## src/rtl/ngd_pkg.sv

```systemverilog
`timescale 1ns / 1ps
// ----------------------------------------------------------------------------
// ngd_pkg
// Shared types and constants for the next greater distance core: sequencer
// states, the shift command of the stack cells and the fixed field widths.
// ----------------------------------------------------------------------------
package ngd_pkg;

    // Fixed widths of the stream fields.
    localparam int TEMP_W     = 16;
    localparam int IDX_W      = 5;
    localparam int OUT_DATA_W = 16;
    localparam int OUT_PAD_W  = OUT_DATA_W - 2 * IDX_W;

    // Sequencer states.
    typedef enum logic [1:0] {
        ST_IDLE,
        ST_POP,
        ST_OVF,
        ST_FLUSH
    } t_state;

    // Shift command broadcast to every cell of the stack.
    typedef enum logic [1:0] {
        OP_HOLD,
        OP_PUSH,
        OP_POP
    } t_cell_op;

endpackage

```

## src/rtl/ngd_cell.sv

```systemverilog
`timescale 1ns / 1ps
// ----------------------------------------------------------------------------
// ngd_cell
// One stack cell: holds a sample and its position. On a push it takes the
// entry of the neighbor above, on a pop the entry of the neighbor below.
// ----------------------------------------------------------------------------
module ngd_cell
    import ngd_pkg::*;
#(
    parameter int VAL_W = 16,
    parameter int POS_W = 6
) (
    input  logic                    i_clk,
    input  t_cell_op                i_op,
    input  logic signed [VAL_W-1:0] i_above_val,
    input  logic        [POS_W-1:0] i_above_pos,
    input  logic signed [VAL_W-1:0] i_below_val,
    input  logic        [POS_W-1:0] i_below_pos,
    output logic signed [VAL_W-1:0] o_val,
    output logic        [POS_W-1:0] o_pos
);

    logic signed [VAL_W-1:0] r_val;
    logic        [POS_W-1:0] r_pos;

    // Shift toward the bottom on a push, toward the top on a pop.
    always_ff @(posedge i_clk) begin
        unique case (i_op)
            OP_PUSH: begin
                r_val <= i_above_val;
                r_pos <= i_above_pos;
            end
            OP_POP: begin
                r_val <= i_below_val;
                r_pos <= i_below_pos;
            end
            default: begin
                r_val <= r_val;
                r_pos <= r_pos;
            end
        endcase
    end

    assign o_val = r_val;
    assign o_pos = r_pos;

endmodule

```

## src/rtl/next_greater_distance_core.sv

```systemverilog
`timescale 1ns / 1ps
// Sequencing: an item is taken in, then pops each entry that it resolves and then
// pushes itself; each result goes out through a register, and a pop waits while the output stalls.
// The block takes no new sample until the last one is through. Every sample is taken in
// once and, unless dropped, pushed once and later popped or flushed once via the cell chain;
// a final sample also flushes the stack to clear the run. Reset is synchronous and active
// low; it empties the stack and the output stage, the cell contents are left as is.
// ----------------------------------------------------------------------------
// next_greater_distance_core
// Streaming next greater element engine built on a shifting chain of stack
// cells, with cell 0 as the top of the stack.
// ----------------------------------------------------------------------------
module next_greater_distance_core
    import ngd_pkg::*;
#(
    parameter int MAX_DAYS    = 32,
    parameter int SAMPLE_BITS = 16
) (
    input  logic                  i_clk,
    input  logic                  i_rst_n,
    input  logic                  i_s_axis_tvalid,
    output logic                  o_s_axis_tready,
    input  logic [TEMP_W-1:0]     i_s_axis_tdata,   // [15:0] temperature
    input  logic                  i_s_axis_tlast,   // last_day
    output logic                  o_m_axis_tvalid,
    input  logic                  i_m_axis_tready,
    output logic [OUT_DATA_W-1:0] o_m_axis_tdata,   // [4:0] day_index, [9:5] wait_days
    output logic                  o_m_axis_tlast,   // end_of_run
    output logic                  o_m_axis_tuser    // overflow
);

    localparam int CNT_W = $clog2(MAX_DAYS + 1);

    t_state r_state, n_state;
    t_cell_op w_op;

    logic signed [SAMPLE_BITS-1:0] r_sample;
    logic                          r_last;
    logic        [CNT_W-1:0]       r_count, n_count;
    logic        [CNT_W-1:0]       r_day, n_day;

    logic signed [SAMPLE_BITS-1:0] w_val [MAX_DAYS];
    logic        [CNT_W-1:0]       w_pos [MAX_DAYS];

    logic                          w_accept;
    logic                          w_out_free;
    logic                          w_pop_hit;
    logic                          w_next_hit;
    logic                          w_emit;
    logic        [CNT_W-1:0]       w_emit_idx;
    logic        [CNT_W-1:0]       w_emit_wait;
    logic                          w_emit_eor;
    logic                          w_emit_ovf;
    logic        [CNT_W+IDX_W-1:0] w_idx_ext;
    logic        [CNT_W+IDX_W-1:0] w_wait_ext;
    logic [SAMPLE_BITS+TEMP_W-1:0] w_temp_ext;

    logic                          r_m_valid;
    logic        [IDX_W-1:0]       r_m_idx;
    logic        [IDX_W-1:0]       r_m_wait;
    logic                          r_m_eor;
    logic                          r_m_ovf;

    // Input handshake: one item at a time.
    assign o_s_axis_tready = (r_state == ST_IDLE);
    assign w_accept        = i_s_axis_tvalid && o_s_axis_tready;
    assign w_out_free      = !r_m_valid || i_m_axis_tready;

    // Sample taken from the low SAMPLE_BITS bits of the field.
    assign w_temp_ext = (SAMPLE_BITS + TEMP_W)'(i_s_axis_tdata);

    // The top two stack entries are tested against the held sample.
    assign w_pop_hit  = (r_count != '0) && (r_sample > w_val[0]);
    assign w_next_hit = (r_count > CNT_W'(1)) && (r_sample > w_val[1]);

    // Chain of stack cells.
    for (genvar g = 0; g < MAX_DAYS; g++) begin : g_cell
        logic signed [SAMPLE_BITS-1:0] w_above_val, w_below_val;
        logic        [CNT_W-1:0]       w_above_pos, w_below_pos;

        if (g == 0) begin : g_top
            assign w_above_val = r_sample;
            assign w_above_pos = r_day;
        end else begin : g_mid
            assign w_above_val = w_val[g-1];
            assign w_above_pos = w_pos[g-1];
        end

        if (g == MAX_DAYS - 1) begin : g_bottom
            assign w_below_val = w_val[g];
            assign w_below_pos = w_pos[g];
        end else begin : g_inner
            assign w_below_val = w_val[g+1];
            assign w_below_pos = w_pos[g+1];
        end

        ngd_cell #(
            .VAL_W (SAMPLE_BITS),
            .POS_W (CNT_W)
        ) u_cell (
            .i_clk       (i_clk),
            .i_op        (w_op),
            .i_above_val (w_above_val),
            .i_above_pos (w_above_pos),
            .i_below_val (w_below_val),
            .i_below_pos (w_below_pos),
            .o_val       (w_val[g]),
            .o_pos       (w_pos[g])
        );
    end

    // Next state.
    always_comb begin
        n_state = r_state;
        unique case (r_state)
            ST_IDLE: begin
                if (w_accept) begin
                    n_state = (r_day >= CNT_W'(MAX_DAYS)) ? ST_OVF : ST_POP;
                end
            end
            ST_POP: begin
                if (!w_pop_hit) begin
                    n_state = r_last ? ST_FLUSH : ST_IDLE;
                end
            end
            ST_OVF: begin
                if (w_out_free) begin
                    n_state = r_last ? ST_FLUSH : ST_IDLE;
                end
            end
            ST_FLUSH: begin
                if (r_count == '0) begin
                    n_state = ST_IDLE;
                end
            end
            default: n_state = ST_IDLE;
        endcase
    end

    // Sequencer outputs: result transfer, cell command and counters.
    always_comb begin
        w_emit      = 1'b0;
        w_emit_idx  = '0;
        w_emit_wait = '0;
        w_emit_eor  = 1'b0;
        w_emit_ovf  = 1'b0;
        w_op        = OP_HOLD;
        n_count     = r_count;
        n_day       = r_day;
        unique case (r_state)
            ST_POP: begin
                if (w_pop_hit) begin
                    if (w_out_free) begin
                        w_emit      = 1'b1;
                        w_emit_idx  = w_pos[0];
                        w_emit_wait = r_day - w_pos[0];
                        w_emit_eor  = !r_last && !w_next_hit;
                        w_op        = OP_POP;
                        n_count     = r_count - CNT_W'(1);
                    end
                end else begin
                    w_op    = OP_PUSH;
                    n_count = r_count + CNT_W'(1);
                    n_day   = r_day + CNT_W'(1);
                end
            end
            ST_OVF: begin
                if (w_out_free) begin
                    w_emit     = 1'b1;
                    w_emit_ovf = 1'b1;
                    w_emit_eor = !r_last || (r_count == '0);
                end
            end
            ST_FLUSH: begin
                if (r_count != '0) begin
                    if (w_out_free) begin
                        w_emit     = 1'b1;
                        w_emit_idx = w_pos[0];
                        w_emit_eor = (r_count == CNT_W'(1));
                        w_op       = OP_POP;
                        n_count    = r_count - CNT_W'(1);
                    end
                end else begin
                    n_day = '0;
                end
            end
            default: begin
                w_op = OP_HOLD;
            end
        endcase
    end

    // Control registers.
    always_ff @(posedge i_clk) begin
        if (!i_rst_n) begin
            r_state   <= ST_IDLE;
            r_count   <= '0;
            r_day     <= '0;
            r_m_valid <= 1'b0;
        end else begin
            r_state <= n_state;
            r_count <= n_count;
            r_day   <= n_day;
            if (w_emit) begin
                r_m_valid <= 1'b1;
            end else if (i_m_axis_tready) begin
                r_m_valid <= 1'b0;
            end
        end
    end

    // Held input item.
    always_ff @(posedge i_clk) begin
        if (w_accept) begin
            r_sample <= w_temp_ext[SAMPLE_BITS-1:0];
            r_last   <= i_s_axis_tlast;
        end
    end

    // Result register, narrowed to the five bit output fields.
    assign w_idx_ext  = (CNT_W + IDX_W)'(w_emit_idx);
    assign w_wait_ext = (CNT_W + IDX_W)'(w_emit_wait);

    always_ff @(posedge i_clk) begin
        if (w_emit) begin
            r_m_idx  <= w_idx_ext[IDX_W-1:0];
            r_m_wait <= w_wait_ext[IDX_W-1:0];
            r_m_eor  <= w_emit_eor;
            r_m_ovf  <= w_emit_ovf;
        end
    end

    assign o_m_axis_tvalid = r_m_valid;
    assign o_m_axis_tdata  = {{OUT_PAD_W{1'b0}}, r_m_wait, r_m_idx};
    assign o_m_axis_tlast  = r_m_eor;
    assign o_m_axis_tuser  = r_m_ovf;

endmodule

```

## config.mk

```make
export PLATFORM = sky130hd
export DESIGN_NAME = next_greater_distance_core
export DESIGN_NICKNAME = d
export VERILOG_FILES = /design/src/rtl/ngd_pkg.sv /design/src/rtl/ngd_cell.sv /design/src/rtl/next_greater_distance_core.sv
export SDC_FILE = /design/constraint.sdc
export NUM_CORES = 1
export LEC_CHECK = 0
export ABC_CLOCK_PERIOD_IN_PS = 18300
export BUFFER_PORTS_ARGS = -buffer_cell sky130_fd_sc_hd__buf_2
export CAP_MARGIN = 20
export CORE_MARGIN = 2
export CORE_UTILIZATION = 63
export CTS_BUF_LIST = sky130_fd_sc_hd__clkbuf_8 sky130_fd_sc_hd__clkbuf_16
export DETAILED_ROUTE_END_ITERATION = 7
export PLACE_DENSITY = 0.84
export RECOVER_POWER = 25
export SYNTH_ARGS = -nofsm -noshare
export SYNTH_HDL_FRONTEND = slang
export SYNTH_SLANG_ARGS = --single-unit
export TNS_END_PERCENT = 5
```

## constraint.sdc

```tcl
create_clock -name i_clk -period 18.3 [get_ports i_clk]
set_input_delay 1.83 -clock i_clk [delete_from_list [all_inputs] [get_ports i_clk]]
set_output_delay 1.83 -clock i_clk [all_outputs]
set_load 0.005 [all_outputs]
```

==> impl_metrics.json <==
{
  "cp_data_required_time_ns": 18.59,
  "path_buf_inv": 7,
  "hold_buffers": 0,
  "cts_tree": "yes",
  "synth_cell_type_count": 56,
  "dieArea_mm2": 0.0507,
  "cts-htree-levels": 3,
  "synth_top_area_share_pct": 68.3,
  "route.detailed.wl_per_inst_um": 18.6,
  "synth_area_leader_cell": "edfxtp_1",
  "gp_congestion": 0.840,
  "insertion_delay_ns": 0.60,
  "grt_overflow_total": 0,
  "min_path_type": "reg -> reg",
  "num_antenna_cells": 0,
  "synth_seq_cells": 716,
  "start_util_pct": 63.3,
  "fin_nets": 1867,
  "period_share_pct": 63.5,
  "crit_family": "buffers and inverters",
  "criticalPathCategory": "reg -> reg",
  "synthArstFlopShare_pct": 0,
  "hold_start": "g_cell[30].u_cell.o_val[10]$_DFFE_PP_",
  "maxCapViolCount": 5,
  "pin_count": 41,
  "cts_buffers": 70,
  "cts-root-buf": "clkbuf_16",
  "cts.repair.resized": 0,
  "crit_chain": "inv_1 -> ha_1 -> a21oi_1 -> o21ai_0 -> a221oi_1 -> a21oi_1 -> or3_1 -> a21oi_1 -> clkinv_1 -> ha_1 -> clkinvlp_2 -> buf_4 -> buf_4 -> buf_4 -> buf_16",
  "cp-start-kind": "register",
  "setup_viol": 0,
  "drt_iter0_drc": 1130,
  "path_clk_slew_ns": 0.06,
  "end_kind": "register",
  "ant_nets": 0,
  "layout-drive-gt1-share_pct": 40.6,
  "hold_viol_final": 0,
  "status": "finished, violations left",
  "grt_pass1_vias": 15000,
  "post_cts_buffers": 0,
  "port-buffer-count": 34,
  "slowest_stage": "clkinvlp_2",
  "synth-edff-count": 701,
  "syn-cell-area_mm2": 0.0308,
  "synth_top_flop_cell": "edfxtp_1",
  "viasPerCell": 5.84,
  "grt_pass1_wl_mm": 74.9,
  "worst_pin_slew_ns": 6.39,
  "hold_path_depth": 0,
  "die_x_um": 225,
  "core_area_mm2": 0.0486,
  "r2r_setup_slack_ns": 6.67,
  "maxSlewHeadroom_pct": -329,
  "num_vias": 14500,
  "rr_endpoint": "g_cell[21].u_cell.o_val[7]$_DFFE_PP_",
  "grt_max_degree": 228,
  "whs_endpoint": "g_cell[31].u_cell.o_val[10]$_DFFE_PN_",
  "place_hpwl_mm": 27.0,
  "dr.pass1.iters": 5,
  "cts_buffer_depth": 3,
  "rows": 81,
  "cp_max_fo": 153,
  "violations": "capacitance limit, slew limit",
  "grt_use_total_pct": 18.3,
  "worst_ep_arrival_time_ns": 11.91,
  "r2r-start": "g_cell[0].u_cell.o_val[5]$_DFFE_PP_",
  "rsz0062_at_grt": "no",
  "syn_avg_cell_area_um2": 17.5,
  "drc": 0,
  "yosysWarnings": 0,
  "die_h_um": 225,
  "seq_area_frac_synth_pct": 69.3,
  "setup_tns_ns": 0,
  "clock-sinks": 716,
  "syn_to_final_growth_pct": 9.74,
  "drt-total-wl_mm": 46.0,
  "max_freq_mhz": 86.0,
  "antenna_found_initial": 0,
  "max_stage_delay_ns": 4.65,
  "rr_worst_depth": 15,
  "fin_skew_ns": 0.0212,
  "netlist_instances": 1758,
  "finalCriticalPeriod_ns": 11.63,
  "synthTopCellsByArea": "edfxtp_1 (68%), mux2_2 (22%), ha_1 (1.9%)",
  "slew_viol_final": 381
}
## worst register-to-register path, delay by kind of cell, from the launching register on
| family | cells | cell delay, ns |
|---|---|---|
| compound gates | 5 | 1.36 |
| fa+ha+maj | 2 | 0.57 |
| buf+inv | 7 | 8.41 |
| flops | 1 | 0.40 |
| simple gates | 1 | 0.54 |
## placed cells by master, fill, tap and decap left out, types with 19 or more instances in the layout
| cell | count |
|---|---|
| buf_2 | 21 |
| clkbuf_16 | 74 |
| ha_1 | 47 |
| nand2_1 | 58 |
| mux2_2 | 613 |
| a21oi_1 | 19 |
| clkinv_1 | 22 |
| edfxtp_1 | 701 |
| o21ai_0 | 50 |
| inv_1 | 56 |
## Yosys cell counts (2+ instances only)
library cell and instances:
buf_1 7, o211ai_1 2, and4_1 2, nor4_2 2
nor4_1 2, nand3_1 8, buf_4 6, xnor2_1 6
a311oi_1 2, mux2i_1 3, and2_1 2, a21oi_1 17
clkbuf_1 72, nor3b_1 2, or3_1 3, edfxtp_1 701
nor3_1 10, ha_1 47, o21bai_1 2, and3_1 6
nand2b_1 5, nor2b_1 4, xor2_1 5, nand4_1 3
nor2_1 18, a21o_1 7, nand2_1 58, mux2_2 614
a21oi_2 2, inv_1 48, o21a_1 2, o21ai_1 2
dfxtp_1 15, a31oi_1 3, o21ai_0 49
## state kept, by name, summed over array words and instances, names as in the netlist
register / flops
r_state: 2
g_cell.w_above_val: 16
o_m_axis_tuser: 1
o_m_axis_tlast: 1
g_cell.w_above_pos: 6
g_cell.u_cell.o_val: 512
o_m_axis_tvalid: 1
r_last: 1
r_m_idx: 5
r_count: 6
g_cell.u_cell.o_pos: 160
r_m_wait: 5
## per-stage QoR
| stage | cell area, µm² | util [%] | worst slack, ns | instances | hold slack (ns) |
|---|---|---|---|---|---|
| 2_1_floorplan | 30800 | - | 2.09 | 1763 | 0.420 |
| 3_3_place_gp | 31600 | 64.9 | 11.61 | 2346 | 0.426 |
| 3_5_place_dp | 31600 | 64.9 | 11.30 | 2346 | 0.430 |
| 4_1_cts | 33800 | 69.5 | 11.29 | 2474 | 0.442 |
| 5_1_grt | 33800 | 69.5 | 5.74 | 2476 | 0.452 |
| 6_report | 33800 | 69.5 | 6.67 | 2476 | 0.444 |
## routing by layer
| layer | track usage, % | share of wire [%] | wire [µm] | vias to the layer above |
|---|---|---|---|---|
| met3 | 3.51 | 3.2 | 1470 | 83 |
| li1 | - | - | - | 6887 |
| met4 | 6.07 | 2.2 | 1000 | 0 |
| met2 | 30.9 | 50 | 23100 | 210 |
| met5 | 0 | 0 | 0 | - |
| met1 | 24.1 | 44 | 20400 | 7287 |
## worst max-delay path by stage
| stage | from | end | slack [ns] | depth (start not counted) |
|---|---|---|---|---|
| floorplan | i_m_axis_tready | g_cell[0].u_cell.o_pos[0]$_DFFE_PP_ | 2.09 | 6 |
| global placement | g_cell[0].w_above_val[5]$_DFFE_PP_ | g_cell[25].u_cell.o_val[7]$_DFFE_PP_ | 11.61 | 13 |
| detailed placement | g_cell[0].w_above_val[5]$_DFFE_PP_ | g_cell[27].u_cell.o_val[7]$_DFFE_PP_ | 11.30 | 13 |
| CTS | g_cell[0].u_cell.o_val[5]$_DFFE_PP_ | g_cell[22].u_cell.o_val[7]$_DFFE_PP_ | 11.29 | 14 |
| global route | g_cell[0].u_cell.o_val[5]$_DFFE_PP_ | g_cell[30].u_cell.o_val[4]$_DFFE_PP_ | 5.74 | 15 |
| finish | g_cell[0].u_cell.o_val[5]$_DFFE_PP_ | g_cell[21].u_cell.o_val[7]$_DFFE_PP_ | 6.67 | 15 |
## final cells by class
class                   instances  area, µm²
fillers                      2920      14800
inverters                      50        189
repair buffers                 50        312
well taps                     622        778
clock buffers                  74       1850
flip-flops and latches        716      21400
clock inverters                54        430
multi-input cells             910       8890
## logic make-up (layout without fill, tap and decap cells)
group                    Yosys count  after routing  share of synthesized area, %
multiplexers                     618            618                          22.6
flip-flops                       716            716                          69.3
buffers and inverters            137            228                          1.77
adder cells (fa/ha/maj)           48             48                          1.97
XOR/XNOR                          11             11                         0.313
AO/OA/AOI/OAI                     95             95                          1.87
AND/OR/NAND/NOR                  132            132                          2.16
other                              1              6                        0.0122
Power is left out: the tool's default activity adds up to more than one toggle a clock period on the data nets, which glitch-free logic cannot reach.
